## src/rtl/core/sfdd_pkg.sv

```systemverilog
// Shared types and constants for the sensor frame decrypt/decode block.
// No dependencies; imported by every module under rtl/core.
`default_nettype none

package sfdd_pkg;

    localparam int TABLE_DEPTH = 256;
    localparam int CODE_W      = 8;
    localparam int VALUE_W     = 16;
    localparam int KEY_W       = 64;
    localparam int APB_ADDR_W  = 5;
    localparam int APB_DATA_W  = 64;

    localparam logic [7:0] END_MARK = 8'h0d;
    // nibble-swapped "Htemp99e", byte i in bits 8i+7..8i
    localparam logic [KEY_W-1:0] NIB_TEXT = 64'h5693_9307_d656_4784;

    localparam logic [KEY_W-1:0]  KEY_RESET    = '0;
    localparam logic [CODE_W-1:0] FIRST_RESET  = 8'd66;
    localparam logic [CODE_W-1:0] SECOND_RESET = 8'd80;
    localparam logic [1:0]        COUNT_RESET  = 2'd2;

    localparam logic OP_PROCESS = 1'b0;
    localparam logic OP_READ    = 1'b1;

    typedef enum logic [1:0] {
        REG_KEY,
        REG_FIRST,
        REG_SECOND,
        REG_COUNT
    } reg_idx_t;

    typedef enum logic [1:0] {
        ST_IDLE,
        ST_EVAL,
        ST_CLR2,
        ST_PUSH
    } state_t;

    typedef struct packed {
        logic               flag;
        logic [VALUE_W-1:0] value;
    } entry_t;

    typedef struct packed {
        logic [KEY_W-1:0]  key;
        logic [CODE_W-1:0] first;
        logic [CODE_W-1:0] second;
        logic [1:0]        count;
    } cfg_t;

    typedef struct packed {
        logic               ok;
        logic [CODE_W-1:0]  code;
        logic [VALUE_W-1:0] value;
    } dec_t;

    typedef struct packed {
        logic              rd_en;
        logic [CODE_W-1:0] rd_addr_a;
        logic [CODE_W-1:0] rd_addr_b;
        logic              wr_en;
        logic [CODE_W-1:0] wr_addr;
        entry_t            wr_data;
    } mem_req_t;

    typedef struct packed {
        entry_t a;
        entry_t b;
    } mem_rsp_t;

    typedef struct packed {
        logic               frame_ok;
        logic [CODE_W-1:0]  item_code;
        logic [VALUE_W-1:0] item_value;
        logic               entry_received;
        logic               round_done;
        logic [VALUE_W-1:0] first_value;
        logic [VALUE_W-1:0] second_value;
    } result_t;

endpackage

`default_nettype wire

```

## src/rtl/core/sfdd_ctrl.sv

```systemverilog
// Item sequencer: stores the decoded frame, runs the round check with forwarding,
// clears flags through the store's write port, and holds the output register.
// Depends on sfdd_pkg; drives sfdd_store.
`default_nettype none

module sfdd_ctrl (
    input  wire logic                        clk,
    input  wire logic                        rst_n,
    input  wire logic                        in_valid,
    output logic                             in_stall,
    input  wire logic                        operation,
    input  wire logic [sfdd_pkg::CODE_W-1:0] read_index,
    input  wire sfdd_pkg::dec_t              dec,
    input  wire sfdd_pkg::cfg_t              cfg,
    output sfdd_pkg::mem_req_t               mem_req,
    input  wire sfdd_pkg::mem_rsp_t          mem_rsp,
    output logic                             out_valid,
    input  wire logic                        out_stall,
    output sfdd_pkg::result_t                result
);
    import sfdd_pkg::*;

    state_t              state_reg;
    state_t              state_next;
    logic                op_reg;
    logic                ok_reg;
    logic [CODE_W-1:0]   code_reg;
    logic [VALUE_W-1:0]  val_reg;
    logic [CODE_W-1:0]   idx_reg;
    result_t             res_reg;
    result_t             res_next;
    result_t             out_res_reg;
    logic                out_valid_reg;

    logic                accept;
    logic                push;
    logic [1:0]          count_eff;
    logic                need1;
    logic                need2;
    logic                hit_a;
    logic                hit_b;
    entry_t              ent_a;
    entry_t              ent_b;
    logic                done;

    assign accept    = in_valid && (state_reg == ST_IDLE);
    assign in_stall  = (state_reg != ST_IDLE);
    assign count_eff = (cfg.count == 2'd3) ? 2'd2 : cfg.count;
    assign need1     = (count_eff != 2'd0);
    assign need2     = (count_eff == 2'd2);

    // forward the entry written on accept; the RAM read saw the old contents
    assign hit_a = (op_reg == OP_PROCESS) && ok_reg && (code_reg == cfg.first);
    assign hit_b = (op_reg == OP_PROCESS) && ok_reg && (code_reg == cfg.second);
    assign ent_a = hit_a ? entry_t'{flag: 1'b1, value: val_reg} : mem_rsp.a;
    assign ent_b = hit_b ? entry_t'{flag: 1'b1, value: val_reg} : mem_rsp.b;
    assign done  = (!need1 || ent_a.flag) && (!need2 || ent_b.flag);

    always_comb
    begin
        state_next = state_reg;
        mem_req    = '0;
        res_next   = res_reg;
        push       = 1'b0;
        unique case (state_reg)
            ST_IDLE:
            begin
                if (accept)
                begin
                    mem_req.rd_en     = 1'b1;
                    mem_req.rd_addr_a = (operation == OP_READ) ? read_index : cfg.first;
                    mem_req.rd_addr_b = cfg.second;
                    if ((operation == OP_PROCESS) && dec.ok)
                    begin
                        mem_req.wr_en   = 1'b1;
                        mem_req.wr_addr = dec.code;
                        mem_req.wr_data = '{flag: 1'b1, value: dec.value};
                    end
                    state_next = ST_EVAL;
                end
            end
            ST_EVAL:
            begin
                res_next = '0;
                if (op_reg == OP_READ)
                begin
                    res_next.item_code      = idx_reg;
                    res_next.item_value     = ent_a.value;
                    res_next.entry_received = ent_a.flag;
                    state_next              = ST_PUSH;
                end
                else
                begin
                    res_next.frame_ok = ok_reg;
                    if (ok_reg)
                    begin
                        res_next.item_code  = code_reg;
                        res_next.item_value = val_reg;
                    end
                    if (done)
                    begin
                        res_next.round_done   = 1'b1;
                        res_next.first_value  = ent_a.value;
                        res_next.second_value = ent_b.value;
                    end
                    // clear the first flag now, the second in the next cycle
                    if (done && need1)
                    begin
                        mem_req.wr_en   = 1'b1;
                        mem_req.wr_addr = cfg.first;
                        mem_req.wr_data = '{flag: 1'b0, value: ent_a.value};
                    end
                    state_next = (done && need2) ? ST_CLR2 : ST_PUSH;
                end
            end
            ST_CLR2:
            begin
                mem_req.wr_en   = 1'b1;
                mem_req.wr_addr = cfg.second;
                mem_req.wr_data = '{flag: 1'b0, value: res_reg.second_value};
                state_next      = ST_PUSH;
            end
            ST_PUSH:
            begin
                // hold until the output register is free
                if (!out_valid_reg || !out_stall)
                begin
                    push       = 1'b1;
                    state_next = ST_IDLE;
                end
            end
            default:
            begin
                state_next = ST_IDLE;
            end
        endcase
    end

    always_ff @(posedge clk or negedge rst_n)
    begin
        if (!rst_n)
        begin
            state_reg     <= ST_IDLE;
            out_valid_reg <= 1'b0;
        end
        else
        begin
            state_reg <= state_next;
            if (push)
            begin
                out_valid_reg <= 1'b1;
            end
            else if (!out_stall)
            begin
                out_valid_reg <= 1'b0;
            end
        end
    end

    always_ff @(posedge clk)
    begin
        if (accept)
        begin
            op_reg   <= operation;
            ok_reg   <= dec.ok;
            code_reg <= dec.code;
            val_reg  <= dec.value;
            idx_reg  <= read_index;
        end
        res_reg <= res_next;
        if (push)
        begin
            out_res_reg <= res_reg;
        end
    end

    assign out_valid = out_valid_reg;
    assign result    = out_res_reg;

endmodule

`default_nettype wire

```

## config.mk

```make
export PLATFORM = sky130hd
export DESIGN_NAME = sfdd_ctrl
export DESIGN_NICKNAME = d
export VERILOG_FILES = /design/src/rtl/core/sfdd_pkg.sv /design/src/rtl/core/sfdd_ctrl.sv
export SDC_FILE = /design/constraint.sdc
export NUM_CORES = 1
export LEC_CHECK = 0
export ABC_AREA = 1
export BUFFER_PORTS_ARGS = -buffer_cell sky130_fd_sc_hd__buf_4
export CORE_MARGIN = 3
export CORE_UTILIZATION = 25
export DETAILED_ROUTE_END_ITERATION = 8
export GPL_TIMING_DRIVEN = 0
export PLACE_DENSITY = 0.49
export SYNTH_ARGS = -nofsm -noshare
export SYNTH_HDL_FRONTEND = slang
export SYNTH_SLANG_ARGS = --single-unit
```

## constraint.sdc

```tcl
create_clock -name clk -period 3.3 [get_ports clk]
set_clock_uncertainty 0.05 [all_clocks]
set_input_delay 0.33 -clock clk [delete_from_list [all_inputs] [get_ports clk]]
set_output_delay 0.33 -clock clk [all_outputs]
set_load 0.005 [all_outputs]
```

# Word-level counts from Yosys, hierarchy flattened
# Index checks and enable logic that the tools add are counted.
totals:
  reg_bits: 155
  input_bits: 154
  output_inout_bits: 104
  word_cells: 76
classes:
  eq_ne: 10
  n_mux: 22
  n_bitwise: 3
  n_reduce_logical: 20
ops:
  columns: ["cell", "count"]
  rows:
  - ["2-to-1 mux 26 bit", 3]
  - ["one-hot mux 26 bit (3 select lines)", 1]
  - ["2-to-1 mux 17 bit", 3]
  - ["2-to-1 mux 24 bit", 2]
  - ["2-to-1 mux 43 bit", 1]
  - ["2-to-1 mux 33 bit", 1]
  - ["== test 8 bit", 2]
  - ["== test 2 bit, second input constant", 4]
  - ["logical AND 1 bit", 8]
  - ["2-to-1 mux 8 bit", 1]
  - ["one-hot mux 2 bit (4 select lines)", 1]
  - ["2-to-1 mux 1 bit", 6]
  - ["2-to-1 mux 2 bit", 3]
  - ["zero test 1 bit", 4]
  - ["!= test 2 bit, second input constant", 2]
  - ["nonzero test 2 bit", 2]
  - ["logical OR 1 bit", 3]
  - ["inverter 1 bit", 3]
  - ["== test 2 x 1 -> 1 bit, second input constant", 1]
  - ["zero test 2 bit", 1]
  - ["!= test 2 x 1 -> 1 bit, second input constant", 1]
  - ["AND reduction 2 bit", 1]
  - ["OR reduction 2 bit", 1]

# Longest topological paths before layout
depth:
  ltp_word: 10
  mapped_depth: 12
  depth_no_buf: 12

# Worst setup path before layout
# Ideal clock, no wire load.
synth_timing:
  kind: "flip-flop to flip-flop"
  from: "register state_reg[0]"
  to: "register out_res_reg, in the netlist result[0], enable pin"
  arrival_ps: 3119
  required_ps: 2773
  slack_ps: -346
  stages_incl_launch_ff: 4
  path_cell_list: "dfrtp_1 > ha_1 > inv_1 > nor2_1"
synth_via:
  elab_chain_cells: 2
synth_lines:
  columns: ["item", "line", "rtl"]
  rows:
  - ["start, declared", "sfdd_ctrl.sv:23", "state_t state_reg;"]
  - ["start signal, assigned", "sfdd_ctrl.sv:148", "state_reg <= state_next;"]
  - ["== test 2 bit", "sfdd_ctrl.sv:65", "unique case (state_reg)"]
  - ["2-to-1 mux 1 bit", "sfdd_ctrl.sv:65", null]
  - ["via push", "sfdd_ctrl.sv:36", "logic push;"]
  - ["end signal, assigned", "sfdd_ctrl.sv:173", "out_res_reg <= res_reg;"]
  - ["end, declared", "sfdd_ctrl.sv:32", "result_t out_res_reg;"]
# The timed path passes the listed nets, and every way through them passes these cells.
# A chain may end at the register's enable or synchronous reset.

==> results by group <==
Synth
  • Primary FF master, synth: edfxtp_1
  • Syn_area_per_cell: 11.6 sq um
  • Most common cell in the netlist: edfxtp_1
  • Seq/Total Area, Yosys: 68.5%
  • Number of synthesized flops with an enable pin: 152
  • Async S/R FF share, synth: 1.94%
  • YS warnings: 0
  • Netlist cell types: 30
  • Mapped Cells: 585
  • Synth Net Count: 744
  • Top-area cell type share of the netlist area: 67.4%
  • Cell taking the most area after synthesis: edfxtp_1
  • Synth top area cells: edfxtp_1 (67%), nand2_1 (8.3%), inv_1 (3.0%)
  • Commonest cells in the netlist: edfxtp_1 (152), nand2_1 (149), inv_1 (55)
  • Cell area after synthesis: 6770 sq um
  • Post-synthesis register bit count: 155

Layout
  • Final Non-Filler Cells: 1156
  • NumNets Final: 967
  • Diode count: 0
  • Final core occ: 35.8%
  • Area delta synth->final: 39.2%
  • Design area: 9430 sq um
  • Layout cell share with drive strength beyond 1: 34.6%

Critical path
  • Delay-heaviest family, CP: buffers and inverters
  • Worst R2R Setup Slack: 0.85 ns
  • Crit path max fanout: 10
  • CP Buf/Inv Count: 4
  • R2r endpoint: res_reg[10]$_SDFFCE_PP0P_
  • RR Startpoint: op_reg$_DFFE_PP_
  • Kind of critical path: reg2out
  • Crit-path cells: inv_1, ha_1, buf_1, clkbuf_1, a22oi_1, a21oi_1, buf_4
  • CP Launch Type: register
  • Slowest stage delay, CP: 0.62 ns
  • Slowest-stage cell, CP: clkbuf_1
  • CP Data Arrival Time: 2.77 ns
  • Worst EP required: 2.92 ns
  • Depth of the worst register-to-register path: 11
  • Cell depth of the worst setup path: 7
  • Crit. End Element: primary output

Routing
  • DRC Markers: 0
  • DRT antenna net count: 0
  • DRT iter0 DRCs: 493
  • Vias per inst: 4.49
  • Pre-Repair DR Iteration Count: 5
  • Post-Route WL: 23000 microns
  • DR vias: 5196
  • Routed length per instance: 19.9 microns

Min path
  • Worst Hold End: code_reg[4]$_DFFE_PP_
  • Hold path start: dec[20]
  • Hold Path Stages: 1
  • Worst hold path class: in2reg

Flow run
  • # Max-Cap Violations: 0

Timing
  • Rel. slew slack: 50.7%
  • Tcrit/Tclk final: 95.4%
  • Hold_ws: 0.0283 ns
  • Unrepaired setup endpoints after global routing: false
  • Fin crit period: 3.15 ns
  • Fin. Hold Viols: 0
  • Max-slew violations: 0
  • Setup_tns: 0 ns
  • Fmax: 318 MHz
  • Final setup viols: 0
  • Slew at the pin closest to its max-slew limit: 0.739 ns

CTS
  • CTS clk-pin slew, worst paths: 0.07 ns
  • Worst-Skew Late Latency: 0.43 ns
  • Root buffer cell: clkbuf_16
  • H-Tree Depth: 4
  • Number of CTS-inserted buffers: 17
  • CTS Buffer Depth: 2
  • Clock Sinks: 155
  • CTS tree: yes

Floorplanning
  • Vert. Die Dim: 171 microns
  • Top Ports: 258
  • Die Area: 29100 sq um
  • FP Rows: 59
  • Effective utilization at floorplan: 25.7%
  • Chip width: 171 microns
  • CORE AREA: 26400 sq um

Place
  • Placer congestion estimate: 0.795
  • Final HPWL DP: 17100 microns
  • Area post-placement: 8750 sq um
  • Dpl cells: 1117
  • Port-buffer cells: 193

Global route
  • First-pass GRT wire length: 33200 microns
  • Initial antenna violation count: 1
  • Tot GR Track Use: 15.7%
  • Total congestion overflow: 0
  • Vias in the first global route: 5209
  • Largest net degree at the start of global routing: 49

Power and ir drop
  • Pwr/cell area: 778 nW/um^2
  • Leakage power: 3.88 nW
  • Maximum vdd drop: 0.000363 V

Run status
  • Status: complete, no violations
==> worst max-delay path by stage <==
stage | startpoint | to | slack, ns
after floorplan | state_reg[0]$_DFFE_PN0P_ | mem_req[0] | 0.45
after global placement | state_reg[0]$_DFFE_PN0P_ | mem_req[9] | -1.01
after detailed placement | state_reg[0]$_DFFE_PN0P_ | mem_req[9] | 0.005
after CTS | state_reg[1]$_DFFE_PN0P_ | mem_req[0] | 0.02
after global routing | state_reg[1]$_DFFE_PN0P_ | mem_req[9] | 0.01
final | state_reg[0]$_DFFE_PN0P_ | mem_req[0] | 0.15
==> stage by stage <==
stage	setup slack (ns)	power, W
after floorplan	0.451	0.00408
after global placement	-1.01	0.00530
after detailed placement	0.00503	0.00540
after CTS	0.0201	0.00742
after global routing	0.0111	0.00771
final	0.151	0.00734
==> power breakdown <==
group          switching [W]  leakage, nW  internal [W]  total, W
sequential          0.000222         1.47       0.00299   0.00322
clock               0.000920        0.288       0.00108   0.00200
combinational        0.00124         2.12      0.000878   0.00212
total                0.00238         3.88       0.00495   0.00734
==> cell type report <==
class,count,area [sq um]
fill,2629,16900
sequential,155,4640
tap,335,419
inverter,59,229
multi-input combinational,344,1770
clock buffer,17,425
clock inverter,15,178
buffer,27,176
timing repair buffer,204,1590
==> cell usage in the layout (no fill, tap or decap), types with 17 or more instances in the layout <==
master	instances
clkbuf_16	17
edfxtp_1	152
buf_4	202
inv_1	54
o21ai_0	32
nand4_1	24
nand2_1	149
a21oi_1	36
nor2_1	37
a22oi_1	24
==> timing repair <==
item,in CTS,in global routing
hold buffers,1,0
endpoints found under the hold margin,3,0
gates resized for setup,7,9
pin swaps,1,2
setup buffers,2,4
endpoints found under the setup margin,20,23
==> kinds of logic after synthesis <==
family	synth area share, %
flip-flops	68.5
adder cells (fa/ha/maj)	0.924
AO/OA/AOI/OAI	10.0
AND/OR/NAND/NOR	14.3
buffers and inverters	5.69
XOR/XNOR	0.517
==> metal layers <==
metal  global-route usage [%]  up-vias  share of wire, %
met5                        0        -             0.087
met4                     4.59        2               1.4
met3                     4.23       22               7.1
met2                     25.6      205                47
met1                     20.5     2472                44
li1                         -     2495                 -
(Power assumes the default switching activity.)
