**src/rtl/core/sfdd_pkg.sv**
```systemverilog
// Shared types and constants for the sensor frame decrypt/decode block.
// No dependencies; imported by every module under rtl/core.
`default_nettype none

package sfdd_pkg;

    localparam int TABLE_DEPTH = 256;
    localparam int CODE_W      = 8;
    localparam int VALUE_W     = 16;
    localparam int KEY_W       = 64;
    localparam int APB_ADDR_W  = 5;
    localparam int APB_DATA_W  = 64;

    localparam logic [7:0] END_MARK = 8'h0d;
    // nibble-swapped "Htemp99e", byte i in bits 8i+7..8i
    localparam logic [KEY_W-1:0] NIB_TEXT = 64'h5693_9307_d656_4784;

    localparam logic [KEY_W-1:0]  KEY_RESET    = '0;
    localparam logic [CODE_W-1:0] FIRST_RESET  = 8'd66;
    localparam logic [CODE_W-1:0] SECOND_RESET = 8'd80;
    localparam logic [1:0]        COUNT_RESET  = 2'd2;

    localparam logic OP_PROCESS = 1'b0;
    localparam logic OP_READ    = 1'b1;

    typedef enum logic [1:0] {
        REG_KEY,
        REG_FIRST,
        REG_SECOND,
        REG_COUNT
    } reg_idx_t;

    typedef enum logic [1:0] {
        ST_IDLE,
        ST_EVAL,
        ST_CLR2,
        ST_PUSH
    } state_t;

    typedef struct packed {
        logic               flag;
        logic [VALUE_W-1:0] value;
    } entry_t;

    typedef struct packed {
        logic [KEY_W-1:0]  key;
        logic [CODE_W-1:0] first;
        logic [CODE_W-1:0] second;
        logic [1:0]        count;
    } cfg_t;

    typedef struct packed {
        logic               ok;
        logic [CODE_W-1:0]  code;
        logic [VALUE_W-1:0] value;
    } dec_t;

    typedef struct packed {
        logic              rd_en;
        logic [CODE_W-1:0] rd_addr_a;
        logic [CODE_W-1:0] rd_addr_b;
        logic              wr_en;
        logic [CODE_W-1:0] wr_addr;
        entry_t            wr_data;
    } mem_req_t;

    typedef struct packed {
        entry_t a;
        entry_t b;
    } mem_rsp_t;

    typedef struct packed {
        logic               frame_ok;
        logic [CODE_W-1:0]  item_code;
        logic [VALUE_W-1:0] item_value;
        logic               entry_received;
        logic               round_done;
        logic [VALUE_W-1:0] first_value;
        logic [VALUE_W-1:0] second_value;
    } result_t;

endpackage

`default_nettype wire

```
**src/rtl/core/sfdd_decrypt.sv**
```systemverilog
// Frame decrypt: byte swaps, key XOR, 3-bit rotate, text subtract, end-mark check.
// Depends on sfdd_pkg. Purely combinational.
`default_nettype none

module sfdd_decrypt (
    input  wire logic [sfdd_pkg::KEY_W-1:0] frame_bytes,
    input  wire logic [sfdd_pkg::KEY_W-1:0] frame_key,
    output sfdd_pkg::dec_t                  dec
);
    import sfdd_pkg::*;

    logic [7:0] raw   [8];
    logic [7:0] swp   [8];
    logic [7:0] xr    [8];
    logic [7:0] rot   [8];
    logic [7:0] plain [8];
    logic [7:0] fin   [8];

    always_comb
    begin
        for (int i = 0; i < 8; i++)
        begin
            raw[i] = frame_bytes[8*i +: 8];
        end
        swp[0] = raw[2];
        swp[2] = raw[0];
        swp[1] = raw[4];
        swp[4] = raw[1];
        swp[3] = raw[7];
        swp[7] = raw[3];
        swp[5] = raw[6];
        swp[6] = raw[5];
        for (int i = 0; i < 8; i++)
        begin
            xr[i] = swp[i] ^ frame_key[8*i +: 8];
        end
        // byte 0 is the top of the chain; it takes its high bits from byte 7
        rot[0] = {xr[7][2:0], xr[0][7:3]};
        for (int i = 1; i < 8; i++)
        begin
            rot[i] = {xr[i-1][2:0], xr[i][7:3]};
        end
        for (int i = 0; i < 8; i++)
        begin
            plain[i] = rot[i] - NIB_TEXT[8*i +: 8];
            fin[i]   = (raw[4] != END_MARK) ? plain[i] : raw[i];
        end
        dec.ok    = (fin[4] == END_MARK);
        dec.code  = fin[0];
        dec.value = {fin[1], fin[2]};
    end

endmodule

`default_nettype wire

```
**config.mk**
```make
export PLATFORM = sky130hd
export DESIGN_NAME = sfdd_decrypt
export DESIGN_NICKNAME = d
export VERILOG_FILES = /design/src/rtl/core/sfdd_pkg.sv /design/src/rtl/core/sfdd_decrypt.sv
export SDC_FILE = /design/constraint.sdc
export NUM_CORES = 1
export LEC_CHECK = 0
export ABC_AREA = 1
export BUFFER_PORTS_ARGS = -buffer_cell sky130_fd_sc_hd__buf_2
export CORE_MARGIN = 3
export CORE_UTILIZATION = 35
export DETAILED_ROUTE_END_ITERATION = 7
export PLACE_DENSITY_LB_ADDON = 0.2
export SYNTH_ARGS = -nofsm -noshare
export SYNTH_HDL_FRONTEND = slang
export SYNTH_SLANG_ARGS = --single-unit
```
**constraint.sdc**
```tcl
create_clock -name vclk -period 6.4
set_clock_uncertainty 0.15 [all_clocks]
set_input_delay 1.92 -clock vclk [all_inputs]
set_output_delay 1.92 -clock vclk [all_outputs]
set_load 0.005 [all_outputs]
```
# After elaboration in Yosys (flattened, before gate mapping)
# Index checks and enable logic that the tools add are counted.
op_classes:
  n_mux: 4
  n_addsub: 4
  eq_ne: 2
  bitwise: 6
op_table:
  columns: ["cell", "count"]
  rows:
  - ["2-to-1 mux 8 bit", 4]
  - ["XOR 8 bit", 4]
  - ["subtractor 8 x 7 -> 8 bit, second input constant", 2]
  - ["== test 8 x 4 -> 1 bit, second input constant", 1]
  - ["!= test 8 x 4 -> 1 bit, second input constant", 1]
  - ["subtractor 8 x 3 -> 8 bit, second input constant", 1]
  - ["subtractor 8 bit, second input constant", 1]
  - ["XOR 3 bit", 2]
totals:
  wordCells: 16
  regBits: 0
  out_inout_bits: 25
  inputBits: 128

# Longest topological paths before layout
# Gate-level depths: netlist of run 1.
logic_depth:
  ltp_word: 4
  mapped_depth: 10
  mapped_depth_nobuf: 10

# Worst setup path after synthesis of run 1
# No wires, ideal clock.
synth_path:
  kind: "input to output"
  start: "input port frame_bytes[21] in the netlist's numbering"
  end: "output port dec[22] in the netlist's numbering"
  t_required_ps: 4330
  path_buffers: 0
  cell_stages: 5
  slack_ps: 1486
  arrival_ps: 2844
  cell_sequence: "xnor2_1 -> ha_1 -> nand3_1 -> xnor2_1 -> o21ai_0"
synth_rtl:
  columns: ["item", "line_no", "source"]
  rows:
  - ["from (decl)", "sfdd_decrypt.sv:6", "input wire logic [sfdd_pkg::KEY_W-1:0] frame_bytes,"]
  - ["to (decl)", "sfdd_decrypt.sv:8", "output sfdd_pkg::dec_t dec"]

==> results of run 1 <==
kinds of logic (layout without fill, tap and decap cells):
kind of cell | Yosys count | after routing | synth area share (%)
adder cells (fa/ha/maj) | 4 | 4 | 4.64
AND/OR/NAND/NOR | 134 | 134 | 51.9
XOR/XNOR | 26 | 26 | 21.1
buffers and inverters | 31 | 124 | 12.9
AO/OA/AOI/OAI | 19 | 19 | 9.50
metal layers:
| layer | GRT usage (%) | up-vias | wire length [microns] |
|---|---|---|---|
| li1 | - | 857 | - |
| met3 | 0.210 | 0 | 270 |
| met5 | 0 | - | 0 |
| met1 | 21.2 | 643 | 1500 |
| met2 | 29.4 | 63 | 1500 |
| met4 | 0 | 0 | 0 |
final cells by class:
class	instances	area share, %
tap	31	2.47
timing repair buffer	96	30.8
multi-input combinational	183	60.0
inverter	28	6.70
per-stage QoR:
stage                     instances  util [%]  setup WS [ns]
after floorplan                 214         -           1.49
after global placement          338      55.0           1.15
after detailed placement        338      55.0           1.14
after CTS                       338      55.0           1.14
after global routing            338      55.0           1.00
final                           338      55.0           1.13
tightest hold or removal path: stages:
cell and delay [ns]:
buf_2 0.08, nand2_1 0.04, nand2_1 0.04, buf_2 0.10
placed cells by master (no fill, tap or decap), drive strengths merged, types with 2 or more instances in the layout:
cell / count
buf: 96
nand2: 93
inv: 28
xnor2: 18
nand3: 16
nor2: 15
o21ai: 12
xor2: 8
a21oi: 4
ha: 4
nor4: 4
nand4: 2
worst paths after layout:
| kind | from | to | slack (ns) |
|---|---|---|---|
| hold / removal | frame_bytes[2] | dec[18] | 3.95 |
| setup / recovery | frame_bytes[21] | dec[22] | 1.13 |
power by group:
group	internal (W)	total (W)	switching, W	leakage [nW]
Clock	0	0	0	0
Combinational	0.0000622	0.000125	0.0000629	0.983
Sequential	0	0	0	0
Total	0.0000622	0.000125	0.0000629	0.983
==> impl_metrics.py, run 1 <==
metrics = {
    "detailed_routing": {
        "wirelength_microns": 3270,
        "antenna_left": 0,
        "drc": 0,
        "via_density": 4.62,
        "count_of_routing_violations_after_the_opening_detailed_route_iteration": 49,
        "route.vias.total": 1563,
        "first_pass_iters": 4,
        "wl_per_cell_microns": 9.68,
    },
    "floorplanning": {
        "effective_utilization_at_floorplan_pct": 37.9,
        "core_region_area_sq_um": 2850,
        "num_rows": 19,
        "die_w_microns": 61.5,
        "design.portCount": 153,
        "die_h_microns": 61.5,
        "die_area_sq_um": 3790,
    },
    "yosys": {
        "postSynthNetCount": 346,
        "post-synth-top-area-fraction_pct": 32.3,
        "postSynthAreaPerCell_sq_um": 5.05,
        "synth_top_cells_by_area": "nand2_1 32%, xnor2_1 15%, inv_1 9.0%",
        "mappedNetlistArea_sq_um": 1080,
        "synth_top_cell_by_area": "nand2_1",
        "netlist_instances": 214,
        "yosysUniqueCellTypes": 24,
        "synth_top_cells_by_count": "93 x nand2_1, 26 x inv_1, 18 x xnor2_1",
        "share_of_the_yosys_chip_area_belonging_to_registers_pct": 0,
        "yosysMostFrequentCell": "nand2_1",
        "yosys_warnings": 0,
    },
    "placed_design": {
        "finalWeightedCongestion": 0.777,
        "post-dp-hpwl_microns": 2850,
        "placement.cell_area_sq_um": 1570,
        "port-buffer-count": 95,
    },
    "pwr": {
        "leakage_dissipation_nw": 0.983,
        "peakVddDrop_uv": 37.3,
        "power_per_cell_area_nw_per_um2": 79.8,
        "power_w": 0.000125,
    },
    "finish": {
        "num_antenna_cells": 0,
        "fillers": 342,
        "seq_cells": 0,
        "final.clkbuf_count": 0,
        "final_net_count": 441,
        "drive_above_1_share_pct": 32.9,
        "area_growth_pct": 45.2,
        "register_area_sq_um": 0,
        "finish.instance_area_sq_um": 1570,
        "multi_input_comb_area_sq_um": 941,
    },
    "timing": {
        "setup_viol": 0,
        "report.final.hold_viol_count": 0,
        "max_clock_freq_mhz": 190,
        "share_of_the_cycle_needed_by_the_critical_path_after_routing_pct": 82.4,
        "slew_at_the_pin_closest_to_its_max_slew_limit_ns": 0.402,
        "maxSlewViolCount": 0,
        "final.hold.worst_slack_ns": 3.95,
        "totalNegativeSetupSlack_ns": 0,
        "slew_headroom_pct": 73.0,
        "final_period_minus_worst_setup_slack_ns": 5.27,
        "rsz_0062_raised_after_global_routing": "false",
    },
    "critical_path": {
        "worst_path_max_delay_cell": "xnor2_1",
        "req_time_crit_path_ns": 4.33,
        "setup.worst_path.start_class": "primary input",
        "worstSetupPathDepth": 7,
        "max_stage_delay_ns": 0.36,
        "setup_cp_type": "primary input to output pin",
        "critPathCaptureType": "output pin",
        "worst_path_dominant_cell_family": "XOR/XNOR gates",
        "signal_arrival_time_at_the_worst_endpoint_ns": 3.20,
        "critical_path.cell_chain": "buf_2 -> xnor2_1 -> ha_1 -> nand3_1 -> xnor2_1 -> o21ai_0 -> buf_2",
        "critPathBufInv": 2,
        "critical_path.max_fanout": 5,
    },
    "global_route": {
        "grt_overflow_total": 0,
        "grt_start_max_net_pins": 21,
        "gr-usage-all-layers_pct": 15.7,
        "grt_pass1_vias": 1260,
        "grt_antenna_before_repair": 0,
        "grt_first_pass_wirelength_microns": 4860,
    },
    "worst_hold_path": {
        "worst_hold_path_type": "primary input to output pin",
        "whs_path_depth": 4,
    },
    "cts": {
        "cts_hold_repair.buffers": 0,
        "post_cts_repair_resize_count": 0,
        "post-cts-setup-buffer-count": 0,
    },
    "run": {
        "drv_cap": 0,
    },
    "outcome": {
        "run_status": "complete, no violations",
    },
}
(Power assumes the default switching activity.)
==> run 2: changes to the inputs <==
- ABC_AREA: 1 -> 0
- CORE_UTILIZATION: 35 -> 28
- clock period: 6.4 -> 4.8 ns (I/O delays scaled with it)
==> run 2 against run 1 <==
Synthesized area fell by 3.4%. Sequential share of layout area did not move. Setup slack got worse by 0.73 ns. Critical endpoint is now dec[7]. Global-route usage down 3.5 points. Highest routed layer unchanged. First-iteration DRC count fell by 67%. Via count shrank 21%. Hold slack got worse by 0.97 ns. Count of clock-buffer cells in the layout stayed put. Core utilization fell by 11 points. Critical path depth stayed put.
==> impl_metrics.py, run 2 <==
metrics = {
    "global_route": {
        "grt_start_max_net_pins": 17,
        "grt_util_met1_pct": 17.8,
        "groute.layer.met2.usage_pct": 20.5,
        "grt_antenna_before_repair": 0,
        "grt.busiest_layer": "met2",
        "grt_first_pass_wirelength_microns": 4470,
        "gr-usage-all-layers_pct": 12.2,
        "grt_overflow_total": 0,
        "global_route.usage.met3_pct": 0.843,
        "grt_pass1_vias": 1091,
    },
    "critical_path": {
        "critical_path.endpoint": "dec[7]",
        "signal_arrival_time_at_the_worst_endpoint_ns": 2.81,
        "startpoint": "frame_key[20]",
        "max_stage_delay_ns": 0.38,
        "critical_path.cell_chain": "buf_2 -> xor2_1 -> ha_1 -> o21ai_1 -> a2111oi_2 -> a211o_1 -> buf_2",
        "critical-path-top-cell-by-count": "buf_2",
        "critPathCaptureType": "output pin",
        "req_time_crit_path_ns": 3.21,
        "setup_cp_type": "primary input to output pin",
        "setup.worst_path.start_class": "primary input",
        "worst_path_max_delay_cell": "a2111oi_2",
        "critical_path.max_fanout": 3,
    },
    "finish": {
        "finish.instance_area_sq_um": 1540,
        "mostFrequentLayoutCell": "buf_2",
        "final_net_count": 361,
        "area_growth_pct": 47.5,
        "most-common-layout-cells": "95 x buf_2, 23 x xor2_1, 23 x nand2_1",
        "drive_above_1_share_pct": 52.0,
        "final.clkbuf_count": 0,
        "post_layout_util_pct": 44.4,
        "register_area_sq_um": 0,
        "seq_cells": 0,
        "num_antenna_cells": 0,
    },
    "cts": {
        "post-cts-setup-buffer-count": 0,
        "cts_hold_repair.buffers": 0,
        "post_cts_repair_resize_count": 0,
    },
    "yosys": {
        "yosys.area_share.adder_pct": 4.80,
        "netlist_instances": 134,
        "combinational_family_with_the_most_area_after_synthesis": "XOR/XNOR gates",
        "synth_top_cell_by_area": "xor2_1",
        "synth_mux_area_share_pct": 0.959,
        "mappedNetlistArea_sq_um": 1040,
        "synth-compound-area-share_pct": 24.6,
        "synth-simple-area-share_pct": 23.0,
        "synth_top_cells_by_area": "xor2_1 19%, xnor2_1 18%, nand2_1 8.3%",
        "postSynthNetCount": 266,
        "post-synth-top-area-fraction_pct": 19.3,
        "yosys_warnings": 0,
        "synth-xor-area-share_pct": 40.9,
        "yosysUniqueCellTypes": 32,
        "share_of_the_yosys_chip_area_belonging_to_registers_pct": 0,
        "postSynthAreaPerCell_sq_um": 7.79,
        "synth_top_cells_by_count": "23 x nand2_1, 23 x xor2_1, 22 x xnor2_1",
    },
    "timing": {
        "share_of_the_cycle_needed_by_the_critical_path_after_routing_pct": 91.7,
        "setup_viol": 0,
        "max_clock_freq_mhz": 227,
        "final.hold.worst_slack_ns": 2.98,
        "report.final.hold_viol_count": 0,
        "final_period_minus_worst_setup_slack_ns": 4.40,
        "slew_at_the_pin_closest_to_its_max_slew_limit_ns": 0.444,
        "maxSlewViolCount": 0,
        "totalNegativeSetupSlack_ns": 0,
        "slew_headroom_pct": 70.2,
        "rsz_0062_raised_after_global_routing": "false",
    },
    "placed_design": {
        "placement.cell_area_sq_um": 1540,
        "port-buffer-count": 95,
        "finalWeightedCongestion": 0.798,
        "post-dp-hpwl_microns": 2690,
    },
    "pwr": {
        "peakVddDrop_uv": 52.6,
        "leakage_dissipation_nw": 0.751,
        "power_per_cell_area_nw_per_um2": 122,
    },
    "detailed_routing": {
        "wirelength_microns": 2960,
        "route.vias.total": 1236,
        "count_of_routing_violations_after_the_opening_detailed_route_iteration": 16,
        "via_density": 4.53,
        "antenna_left": 0,
        "drc": 0,
        "wl_per_cell_microns": 10.8,
        "first_pass_iters": 4,
    },
    "outcome": {
        "run_status": "complete, no violations",
    },
    "floorplanning": {
        "die_area_sq_um": 4500,
        "num_rows": 21,
        "die_h_microns": 67.0,
        "effective_utilization_at_floorplan_pct": 30.1,
        "design.portCount": 153,
        "core_region_area_sq_um": 3470,
        "die_w_microns": 67.0,
    },
    "run": {
        "drv_cap": 0,
    },
    "worst_hold_path": {
        "worst_hold_path_type": "primary input to output pin",
    },
}
run 2: cell type report:
cell class	instances	area (sq um)
fill	379	1930
multi-input combinational	129	983
tap	46	57.6
timing repair buffer	98	498
run 2: cells by family after synthesis:
logic type	Yosys count
AO/OA/AOI/OAI	32
AND/OR/NAND/NOR	45
adder cells (fa/ha/maj)	4
XOR/XNOR	47
multiplexers	1
buffers and inverters	5
run 2: power breakdown:
group / switching (W) / internal (W) / total [W] / leakage, nW
Combinational: 0.0000878 / 0.0000992 / 0.000187 / 0.751
Clock: 0 / 0 / 0 / 0
Sequential: 0 / 0 / 0 / 0
Total: 0.0000878 / 0.0000992 / 0.000187 / 0.751
run 2: stage by stage:
stage / power, W / cells / worst slack [ns]
global route: 0.000209 / 273 / 0.274
floorplan: 0.000106 / 134 / 0.730
global placement: 0.000190 / 273 / 0.379
finish: 0.000187 / 273 / 0.397
CTS: 0.000190 / 273 / 0.367
detailed placement: 0.000189 / 273 / 0.375
run 2: how the worst min path moves through the flow:
stage / cells past startpoint / from / endpoint
5_1_grt: 4 / frame_bytes[2] / dec[18]
6_report: 4 / frame_bytes[2] / dec[18]
3_3_place_gp: 4 / frame_bytes[2] / dec[18]
2_1_floorplan: 2 / frame_bytes[2] / dec[18]
3_5_place_dp: 4 / frame_bytes[2] / dec[18]
4_1_cts: 4 / frame_bytes[2] / dec[18]
run 2: critical path: cells and delay by family:
family                   cells  cell delay (ns)
adder cells (fa/ha/maj)      1             0.28
AO/OA/AOI/OAI                3             0.66
buffers and inverters        2             0.20
XOR/XNOR                     1             0.23
run 2: routing by layer:
metal,vias up,wire [microns]
li1,664,-
met1,513,1360
met2,59,1310
met3,0,289
met4,0,0
met5,-,0
